[src/rtl/core/fuzzy_membership_grade_core_assert.svh]
// ---------------------------------------------------------------------------
// Assertion macros for the fuzzy membership grade core
// Clocked on clock, disabled while reset is high; empty under synthesis.
// ---------------------------------------------------------------------------
`ifndef FUZZY_MEMBERSHIP_GRADE_CORE_ASSERT_SVH
`define FUZZY_MEMBERSHIP_GRADE_CORE_ASSERT_SVH

`ifndef SYNTHESIS
`define FMG_ASSERT(lbl, expr) \
   lbl: assert property (@(posedge clock) disable iff (reset) (expr)) \
      else $error("fmg check failed");
`define FMG_ASSERT_IMP(lbl, ante, cons) \
   lbl: assert property (@(posedge clock) disable iff (reset) (ante) |-> (cons)) \
      else $error("fmg check failed");
`else
`define FMG_ASSERT(lbl, expr)
`define FMG_ASSERT_IMP(lbl, ante, cons)
`endif

`endif

[src/rtl/core/fmg_pkg.sv]
// ---------------------------------------------------------------------------
// fmg_pkg
// Shared constants and types of the fuzzy membership grade core.
// ---------------------------------------------------------------------------
package fmg_pkg;

   localparam int COORD_WIDTH_DEF     = 16;
   localparam int GRADE_FRAC_BITS_DEF = 15;

   localparam int CSR_INDEX_WIDTH = 3;

   localparam logic [CSR_INDEX_WIDTH-1:0] CSR_SHAPE_MODE = 3'd0;
   localparam logic [CSR_INDEX_WIDTH-1:0] CSR_LEFT_EDGE  = 3'd1;
   localparam logic [CSR_INDEX_WIDTH-1:0] CSR_PEAK_START = 3'd2;
   localparam logic [CSR_INDEX_WIDTH-1:0] CSR_PEAK_END   = 3'd3;
   localparam logic [CSR_INDEX_WIDTH-1:0] CSR_RIGHT_EDGE = 3'd4;
   localparam logic [CSR_INDEX_WIDTH-1:0] CSR_PEAK_GAIN  = 3'd5;

   localparam logic MODE_TRIANGLE  = 1'b0;
   localparam logic MODE_TRAPEZOID = 1'b1;

   // per-item control that rides along the pipeline
   typedef struct packed {
      logic illegal;
      logic use_div;
   } fmg_ctrl_type;

endpackage

[src/rtl/core/fuzzy_membership_grade_core.sv]
// Pipeline from start to rsp_valid: one classify stage, one multiply stage,
// one divider stage per grade bit and one output register. Throughput: one
// sample per cycle; busy is always low.
// Reset (synchronous, active high) empties the pipeline and loads the
// registers with trapezoid mode, zero corners and unity gain.
// ---------------------------------------------------------------------------
// fuzzy_membership_grade_core
// Triangular / trapezoidal membership grade, slopes as gain*dist/span.
// ---------------------------------------------------------------------------
`include "fuzzy_membership_grade_core_assert.svh"

module fuzzy_membership_grade_core
   import fmg_pkg::*;
#(
   parameter int COORD_WIDTH     = COORD_WIDTH_DEF,
   parameter int GRADE_FRAC_BITS = GRADE_FRAC_BITS_DEF,
   localparam int QW   = GRADE_FRAC_BITS + 1,
   localparam int CSRW = (COORD_WIDTH > QW) ? COORD_WIDTH : QW
) (
   input  logic                          clock,
   input  logic                          reset,
   input  logic                          start,
   output logic                          busy,
   input  logic signed [COORD_WIDTH-1:0] req_sample_value,
   output logic                          rsp_valid,
   output logic [QW-1:0]                 rsp_grade,
   output logic                          rsp_shape_illegal,
   input  logic                          csr_write_enable,
   input  logic [CSR_INDEX_WIDTH-1:0]    csr_index,
   input  logic [CSRW-1:0]               csr_write_data
);

   localparam int CW = COORD_WIDTH;
   localparam logic [QW-1:0] GRADE_ONE = {1'b1, {GRADE_FRAC_BITS{1'b0}}};

   // configuration registers
   logic                 shape_mode_ff;
   logic signed [CW-1:0] left_edge_ff, peak_start_ff, peak_end_ff, right_edge_ff;
   logic [QW-1:0]        peak_gain_ff;

   always_ff @(posedge clock) begin
      if (reset) begin
         shape_mode_ff <= MODE_TRAPEZOID;
         left_edge_ff  <= '0;
         peak_start_ff <= '0;
         peak_end_ff   <= '0;
         right_edge_ff <= '0;
         peak_gain_ff  <= GRADE_ONE;
      end else if (csr_write_enable) begin
         unique case (csr_index)
            CSR_SHAPE_MODE: shape_mode_ff <= csr_write_data[0];
            CSR_LEFT_EDGE:  left_edge_ff  <= csr_write_data[CW-1:0];
            CSR_PEAK_START: peak_start_ff <= csr_write_data[CW-1:0];
            CSR_PEAK_END:   peak_end_ff   <= csr_write_data[CW-1:0];
            CSR_RIGHT_EDGE: right_edge_ff <= csr_write_data[CW-1:0];
            CSR_PEAK_GAIN:  peak_gain_ff  <= csr_write_data[QW-1:0];
            default: ;
         endcase
      end
   end

   assign busy = 1'b0;

   // ---------------- stage 1: classify sample, pick span ----------------
   logic                 take;
   logic signed [CW:0]   d_vl, d_rv, d_ml, d_rm1, d_rm2;
   logic [QW-1:0]        gain_sat;
   logic                 illegal;
   logic                 rising, falling, on_peak;
   fmg_ctrl_type         s1_ctrl_in;
   logic [QW-1:0]        s1_fixed_in;
   logic [CW-1:0]        s1_num_in, s1_den_in;

   logic                 s1_valid_ff;
   fmg_ctrl_type         s1_ctrl_ff;
   logic [QW-1:0]        s1_fixed_ff, s1_gain_ff;
   logic [CW-1:0]        s1_num_ff, s1_den_ff;

   assign take = start & ~busy;

   always_comb begin
      d_vl  = {req_sample_value[CW-1], req_sample_value} - {left_edge_ff[CW-1], left_edge_ff};
      d_rv  = {right_edge_ff[CW-1], right_edge_ff} - {req_sample_value[CW-1], req_sample_value};
      d_ml  = {peak_start_ff[CW-1], peak_start_ff} - {left_edge_ff[CW-1], left_edge_ff};
      d_rm1 = {right_edge_ff[CW-1], right_edge_ff} - {peak_start_ff[CW-1], peak_start_ff};
      d_rm2 = {right_edge_ff[CW-1], right_edge_ff} - {peak_end_ff[CW-1], peak_end_ff};
      gain_sat = (peak_gain_ff > GRADE_ONE) ? GRADE_ONE : peak_gain_ff;

      if (shape_mode_ff == MODE_TRIANGLE) begin
         illegal = (left_edge_ff > peak_start_ff) || (left_edge_ff > right_edge_ff)
                   || (peak_start_ff > right_edge_ff);
         rising  = (req_sample_value < peak_start_ff) && (req_sample_value > left_edge_ff);
         falling = (req_sample_value > peak_start_ff) && (req_sample_value < right_edge_ff);
         on_peak = (req_sample_value == peak_start_ff);
      end else begin
         illegal = (left_edge_ff > peak_start_ff) || (peak_start_ff > peak_end_ff)
                   || (peak_end_ff > right_edge_ff);
         rising  = (req_sample_value >= left_edge_ff) && (req_sample_value < peak_start_ff);
         on_peak = (req_sample_value >= peak_start_ff) && (req_sample_value < peak_end_ff);
         falling = (req_sample_value >= peak_end_ff) && (req_sample_value < right_edge_ff);
      end

      s1_ctrl_in.illegal = illegal;
      s1_ctrl_in.use_div = ~illegal & (rising | falling);
      s1_fixed_in = (~illegal & on_peak) ? gain_sat : '0;

      if (rising) begin
         s1_num_in = d_vl[CW-1:0];
         s1_den_in = d_ml[CW-1:0];
      end else begin
         s1_num_in = d_rv[CW-1:0];
         s1_den_in = (shape_mode_ff == MODE_TRIANGLE) ? d_rm1[CW-1:0] : d_rm2[CW-1:0];
      end
   end

   always_ff @(posedge clock) begin
      if (reset) begin
         s1_valid_ff <= 1'b0;
      end else begin
         s1_valid_ff <= take;
      end
      s1_ctrl_ff  <= s1_ctrl_in;
      s1_fixed_ff <= s1_fixed_in;
      s1_gain_ff  <= gain_sat;
      s1_num_ff   <= s1_num_in;
      s1_den_ff   <= s1_den_in;
   end

   // ---------------- stage 2: gain * distance ----------------
   logic                 s2_valid_ff;
   fmg_ctrl_type         s2_ctrl_ff;
   logic [QW-1:0]        s2_fixed_ff;
   logic [QW+CW-1:0]     s2_prod_ff, s2_prod_in;
   logic [CW-1:0]        s2_den_ff;

   assign s2_prod_in = {{CW{1'b0}}, s1_gain_ff} * {{QW{1'b0}}, s1_num_ff};

   always_ff @(posedge clock) begin
      if (reset) begin
         s2_valid_ff <= 1'b0;
      end else begin
         s2_valid_ff <= s1_valid_ff;
      end
      s2_ctrl_ff  <= s1_ctrl_ff;
      s2_fixed_ff <= s1_fixed_ff;
      s2_prod_ff  <= s2_prod_in;
      s2_den_ff   <= s1_den_ff;
   end

   // ---------------- divider: product / span ----------------
   logic                 dv_valid;
   logic [QW-1:0]        dv_quot, dv_fixed;
   fmg_ctrl_type         dv_ctrl;

   fmg_divider #(
      .DEN_WIDTH  (CW),
      .QUOT_WIDTH (QW)
   ) u_div (
      .clock       (clock),
      .reset       (reset),
      .in_valid    (s2_valid_ff),
      .in_dividend (s2_prod_ff),
      .in_den      (s2_den_ff),
      .in_ctrl     (s2_ctrl_ff),
      .in_fixed    (s2_fixed_ff),
      .out_valid   (dv_valid),
      .out_quot    (dv_quot),
      .out_ctrl    (dv_ctrl),
      .out_fixed   (dv_fixed)
   );

   // ---------------- output register ----------------
   logic                 rsp_valid_ff;
   logic [QW-1:0]        rsp_grade_ff, rsp_grade_in;
   logic                 rsp_illegal_ff;

   assign rsp_grade_in = dv_ctrl.use_div ? dv_quot : dv_fixed;

   always_ff @(posedge clock) begin
      if (reset) begin
         rsp_valid_ff <= 1'b0;
      end else begin
         rsp_valid_ff <= dv_valid;
      end
      rsp_grade_ff   <= rsp_grade_in;
      rsp_illegal_ff <= dv_ctrl.illegal;
   end

   assign rsp_valid         = rsp_valid_ff;
   assign rsp_grade         = rsp_grade_ff;
   assign rsp_shape_illegal = rsp_illegal_ff;

   // ---------------- checks ----------------
   `FMG_ASSERT_IMP(a_illegal_zero, rsp_valid && rsp_shape_illegal, rsp_grade == '0)
   `FMG_ASSERT_IMP(a_grade_le_one, rsp_valid, rsp_grade <= GRADE_ONE)
   `FMG_ASSERT_IMP(a_span_nonzero, s1_valid_ff && s1_ctrl_ff.use_div, s1_den_ff != '0)

endmodule

[src/rtl/core/fmg_divider.sv]
// ---------------------------------------------------------------------------
// fmg_divider
// Pipelined restoring divider, one quotient bit per stage. The caller
// guarantees the quotient fits in QUOT_WIDTH bits (dividend < den << QUOT_WIDTH).
// ---------------------------------------------------------------------------
module fmg_divider
   import fmg_pkg::*;
#(
   parameter int DEN_WIDTH  = COORD_WIDTH_DEF,
   parameter int QUOT_WIDTH = GRADE_FRAC_BITS_DEF + 1
) (
   input  logic                            clock,
   input  logic                            reset,
   input  logic                            in_valid,
   input  logic [QUOT_WIDTH+DEN_WIDTH-1:0] in_dividend,
   input  logic [DEN_WIDTH-1:0]            in_den,
   input  fmg_ctrl_type                    in_ctrl,
   input  logic [QUOT_WIDTH-1:0]           in_fixed,
   output logic                            out_valid,
   output logic [QUOT_WIDTH-1:0]           out_quot,
   output fmg_ctrl_type                    out_ctrl,
   output logic [QUOT_WIDTH-1:0]           out_fixed
);

   localparam int PW = QUOT_WIDTH + DEN_WIDTH;
   localparam int QW = QUOT_WIDTH;
   localparam int DW = DEN_WIDTH;

   // index 0 is the stage input, index k+1 the register after step k
   logic              st_valid [QW+1];
   logic [PW-1:0]     st_dvd   [QW+1];
   logic [DW-1:0]     st_rem   [QW+1];
   logic [DW-1:0]     st_den   [QW+1];
   logic [QW-1:0]     st_quo   [QW+1];
   fmg_ctrl_type      st_ctrl  [QW+1];
   logic [QW-1:0]     st_fixed [QW+1];

   assign st_valid[0] = in_valid;
   assign st_dvd[0]   = in_dividend;
   assign st_rem[0]   = in_dividend[PW-1 -: DW];
   assign st_den[0]   = in_den;
   assign st_quo[0]   = '0;
   assign st_ctrl[0]  = in_ctrl;
   assign st_fixed[0] = in_fixed;

   for (genvar k = 0; k < QW; k++) begin : g_step
      localparam int BIT = QW - 1 - k;

      logic              valid_ff;
      logic [PW-1:0]     dvd_ff;
      logic [DW-1:0]     rem_ff, rem_in;
      logic [DW-1:0]     den_ff;
      logic [QW-1:0]     quo_ff, quo_in;
      fmg_ctrl_type      ctrl_ff;
      logic [QW-1:0]     fixed_ff;
      logic [DW:0]       trial;
      logic [DW+1:0]     diff;
      logic              fits;

      always_comb begin
         trial  = {st_rem[k], st_dvd[k][BIT]};
         diff   = {1'b0, trial} - {2'b00, st_den[k]};
         fits   = ~diff[DW+1];
         rem_in = fits ? diff[DW-1:0] : trial[DW-1:0];
         quo_in = {st_quo[k][QW-2:0], fits};
      end

      always_ff @(posedge clock) begin
         if (reset) begin
            valid_ff <= 1'b0;
         end else begin
            valid_ff <= st_valid[k];
         end
         dvd_ff   <= st_dvd[k];
         rem_ff   <= rem_in;
         den_ff   <= st_den[k];
         quo_ff   <= quo_in;
         ctrl_ff  <= st_ctrl[k];
         fixed_ff <= st_fixed[k];
      end

      assign st_valid[k+1] = valid_ff;
      assign st_dvd[k+1]   = dvd_ff;
      assign st_rem[k+1]   = rem_ff;
      assign st_den[k+1]   = den_ff;
      assign st_quo[k+1]   = quo_ff;
      assign st_ctrl[k+1]  = ctrl_ff;
      assign st_fixed[k+1] = fixed_ff;
   end

   assign out_valid = st_valid[QW];
   assign out_quot  = st_quo[QW];
   assign out_ctrl  = st_ctrl[QW];
   assign out_fixed = st_fixed[QW];

endmodule
[config.mk]
export PLATFORM = sky130hd
export DESIGN_NAME = fuzzy_membership_grade_core
export DESIGN_NICKNAME = d
export VERILOG_FILES = /design/src/rtl/core/fmg_pkg.sv /design/src/rtl/core/fuzzy_membership_grade_core.sv /design/src/rtl/core/fmg_divider.sv
export VERILOG_INCLUDE_DIRS = /design/src /design/src/rtl/core
export SDC_FILE = /design/constraint.sdc
export NUM_CORES = 2
export LEC_CHECK = 0
export BUFFER_PORTS_ARGS = -buffer_cell sky130_fd_sc_hd__buf_4
export CORE_UTILIZATION = 70
export CTS_BUF_LIST = sky130_fd_sc_hd__clkbuf_8
export CTS_CLUSTER_SIZE = 40
export DETAILED_ROUTE_END_ITERATION = 8
export PLACE_DENSITY = 0.84
export SYNTH_ARGS = -nofsm -noshare
export SYNTH_HDL_FRONTEND = slang
export SYNTH_HIERARCHICAL = 1
export SYNTH_SLANG_ARGS = --single-unit
export TNS_END_PERCENT = 100
[constraint.sdc]
create_clock -name clock -period 9.1 [get_ports clock]
set_input_delay 0.91 -clock clock [delete_from_list [all_inputs] [get_ports clock]]
set_output_delay 0.91 -clock clock [all_outputs]
set_load 0.05 [all_outputs]
==> run_results.csv <==
group,metric,value,unit
placement,dp_hpwl,96.8,mm
global_route,met2_usage,0.553,
routing,drcViolationCount,0,
placement,place_congestion,0.950,
clock_tree,ctsHoldBuffers,0,
synthesis,synthSimpleGateAreaFrac,0.111,
synthesis,synth_fa_ha_area_frac,0.186,
synthesis,synthTopCellsByArea,"dfxtp_1 45%, ha_1 11%, fa_1 7.5%",
power,power_density,362,nW/um^2
flow_run,maxCapViolations,0,
global_route,gr-total-overflow,0,
min_path,min_from,"start",
power,leakagePower,0.0279,uW
finish,layout-drive-gt1-share,0.103,
critical_path,critical_path.max_stage_delay,0.72,ns
critical_path,critical_path_arrival,7.22,ns
global_route,grt_first_pass_wirelength,211,mm
power,p_comb_frac,0.437,
floorplanning,die_y,287,microns
power,internal-power,14000,uW
global_route,grt_pass1_vias,40577,
synthesis,syn_inst,5582,
power,p_sw,8530,uW
power,netSwitchingFraction,0.379,
global_route,gr-max-usage-layer,"met2",
critical_path,reg2reg_slack,2.66,ns
floorplanning,pin_count,58,
critical_path,setup.worst_path.start_class,"flip-flop",
clock_tree,cts.path.max_buffers,3,
critical_path,cp-end-kind,"flip-flop",
synthesis,seq_area_frac_synth,0.448,
synthesis,synth.largest_area_cell,"dfxtp_1",
power,p_clk_frac,0.215,
finish,final_cell_mix,"1273 x dfxtp_1, 714 x inv_1, 503 x ha_1",
global_route,antenna_found_initial,3,
placement,port-buffer-count,56,
sta,worstMarginPinSlew,1.09,ns
critical_path,worstSetupPathType,"reg -> reg",
routing,firstDrtPassIters,6,
routing,drt_iter0_drc,2824,
floorplanning,fp.dieW,287,microns
min_path,hold_path_class,"in -> reg",
routing,wl_per_cell,19.2,microns
clock_tree,cts_tree,"done",
sta,slew_headroom,0.271,
critical_path,path_cells,"nand2_1 > fa_1 > fa_1 > fa_1 > inv_1 > fa_1 > fa_1 > inv_1 > fa_1 > inv_1 > ha_1 > and3_1 > a311oi_1 > o21ai_1 > a221oi_2 > o21ai_1 > o41ai_2 > xnor2_1",
synthesis,synth_edf_count,0,
clock_tree,clock_latency,0.89,ns
synthesis,syn_area_per_cell,10.2,sq um
sta,fin_tns_setup,0,ns
clock_tree,cts-buffers-inserted,185,
finish,layout_commonest_cell,"dfxtp_1",
clock_tree,ctsResizeCount,0,
critical_path,cp.required,9.87,ns
synthesis,syn-cell-area,56800,sq um
synthesis,synth_xor_area_frac,0.0322,
floorplanning,std_cell_rows,104,
clock_tree,h-tree-depth,4,
routing,routed_wl,133,mm
sta,setup_violations,0,
synthesis,ys_ff_latch,1273,
critical_path,worst_path_most_repeated_cell,"fa_1",
global_route,grt_max_degree,101,
floorplanning,coreArea,80400,sq um
critical_path,r2r-end,"s2_prod_ff[29]",
critical_path,crit_slowest_cell,"dfxtp_1",
synthesis,synthFlopType,"dfxtp_1",
min_path,hold_end,"s1_valid_ff",
global_route,grt_use_total,0.322,
global_route,grtUsageMet3,0.0524,
sta,period_minus_slack,6.44,ns
power,seqPwrFrac,0.348,
routing,ant_nets,0,
synthesis,synth_mux_area_frac,0.0418,
synthesis,syn-num-nets,6338,
routing,num_vias,40392,
finish,fillers,5093,
clock_tree,cts.clk_slew.worst_paths,0.07,ns
sta,max_freq,155,MHz
clock_tree,root_buffer,"clkbuf_8",
sta,drv_slew,0,
sta,timing.final.hold_violations,0,
routing,via_per_inst,5.82,
floorplanning,initial_utilization,0.707,
synthesis,async_flop_share,0,
power,vdd_drop_max,0.182,mV
sta,grt_setup_unrepaired,"false",
critical_path,reg2reg_from,"s1_gain_ff[10]",
finish,register_area,25500,sq um
synthesis,synth_compound_area_frac,0.126,
critical_path,worst-path-buf-inv,3,
finish,multi_input_area,28300,sq um
synthesis,yosysTopAreaCellShare,0.448,
finish,area_growth,9.49,%
min_path,min_path_cells,2,
global_route,grt_use_met1,0.385,
critical_path,cp_max_fo,16,
finish,nNetsFinal,6483,
sta,worst_clock_skew,0.0512,ns
clock_tree,cts.sinks,1273,
power,power,22500,uW
critical_path,r2r_cells,18,
synthesis,synth_top_family_by_area,"adder cells",
critical_path,cpLargestDelayFamily,"adder cells",
sta,fin_crit_sh,0.708,
synthesis,synth_cell_types,101,
floorplanning,dieArea,82300,sq um
clock_tree,cts_setup_buffers,0,
status,status,"finished clean",
synthesis,synth_warnings,6,
-- Yosys cell counts (10+ instances only) --
cell,instances
nor3_1,121
o311a_1,10
dfxtp_1,1273
fa_1,214
o21a_1,65
o31a_1,18
a31oi_1,35
a211oi_1,47
a211o_1,10
nor2_1,203
or3_1,18
nand4_1,33
a21o_1,101
buf_2,11
clkbuf_1,78
o21ai_0,212
and2_1,134
o31ai_1,33
xor2_1,47
mux2i_1,35
nand2b_1,62
a311oi_1,14
nand3_1,66
and3_1,30
a21oi_1,358
ha_1,503
inv_1,663
buf_4,10
nor4_1,26
nor2b_1,71
mux2_4,14
a2111oi_0,12
mux2_2,159
o21ai_1,12
o211ai_1,38
nand2_1,475
xnor2_1,162
o21bai_1,26
-- cell type report --
type                       count  area share
multi-input combinational   3530       0.455
sequential                  1273       0.410
clock buffer                 238      0.0526
inverter                     670      0.0404
tap                         1060      0.0213
clock inverter                98      0.0133
timing repair buffer          67     0.00804
antenna                        5    0.000201
-- sequential cells by signal (all words and copies together) (netlist names), 30 cells and up --
name / flops
u_div/g_step.quo_ff: 120
u_div/g_step.dvd_ff: 120
u_div/g_step.rem_ff: 240
u_div/g_step.den_ff: 240
s2_prod_ff: 32
u_div/g_step.fixed_ff: 240
u_div/g_step.ctrl_ff: 30
-- power groups by stage --
stage | Combinational (uW) | Sequential [uW] | Clock, uW
floorplan | 7550 | 7560 | 0
global placement | 9030 | 7850 | 0
detailed placement | 9350 | 7900 | 0
CTS | 9630 | 7830 | 4920
global route | 10700 | 7940 | 5200
finish | 9830 | 7840 | 4830
-- through the flow --
| step | worst slack (ns) | hold slack [ns] | cells | util | instance area, sq um |
|---|---|---|---|---|---|
| final | 2.66 | 0.277 | 6941 | 0.774 | 62200 |
| after global routing | 2.29 | 0.258 | 6940 | 0.774 | 62200 |
| after CTS | 2.74 | 0.222 | 6935 | 0.774 | 62200 |
| after detailed placement | 2.76 | 0.312 | 6599 | 0.723 | 58100 |
| after global placement | 2.94 | 0.310 | 6599 | 0.723 | 58100 |
| after floorplan | 3.37 | 0.310 | 5582 | - | 56800 |
-- worst max-delay path by stage --
stage | start | to | slack [ns] | cells past startpoint
floorplan | s1_num_ff[1] | s2_prod_ff[30] | 3.37 | 21
global placement | s1_gain_ff[7] | s2_prod_ff[29] | 2.94 | 19
detailed placement | s1_gain_ff[10] | s2_prod_ff[29] | 2.76 | 18
CTS | s1_gain_ff[10] | s2_prod_ff[29] | 2.74 | 18
global route | s1_gain_ff[10] | s2_prod_ff[29] | 2.29 | 18
finish | s1_gain_ff[10] | s2_prod_ff[29] | 2.66 | 18
-- layer usage --
layer / share of wire / vias up / wire [microns]
met1: 0.40 / 19277 / 53800
met5: 0.00013 / - / 17
li1: - / 19219 / -
met3: 0.054 / 440 / 7210
met2: 0.49 / 1454 / 64900
met4: 0.057 / 2 / 7540
-- cell families (layout without fill, tap and decap cells) --
kind of cell               after synthesis  count (layout)
adders and majority gates              717             717
other                                    1               6
buffers and inverters                  779            1073
xor gates and xnor gates               209             209
muxes                                  209             209
and+or+nand+nor                       1297            1297
DFF                                   1273            1273
AOI/OAI and AO/OA                     1097            1097
Power figures use the tool's default switching activity.
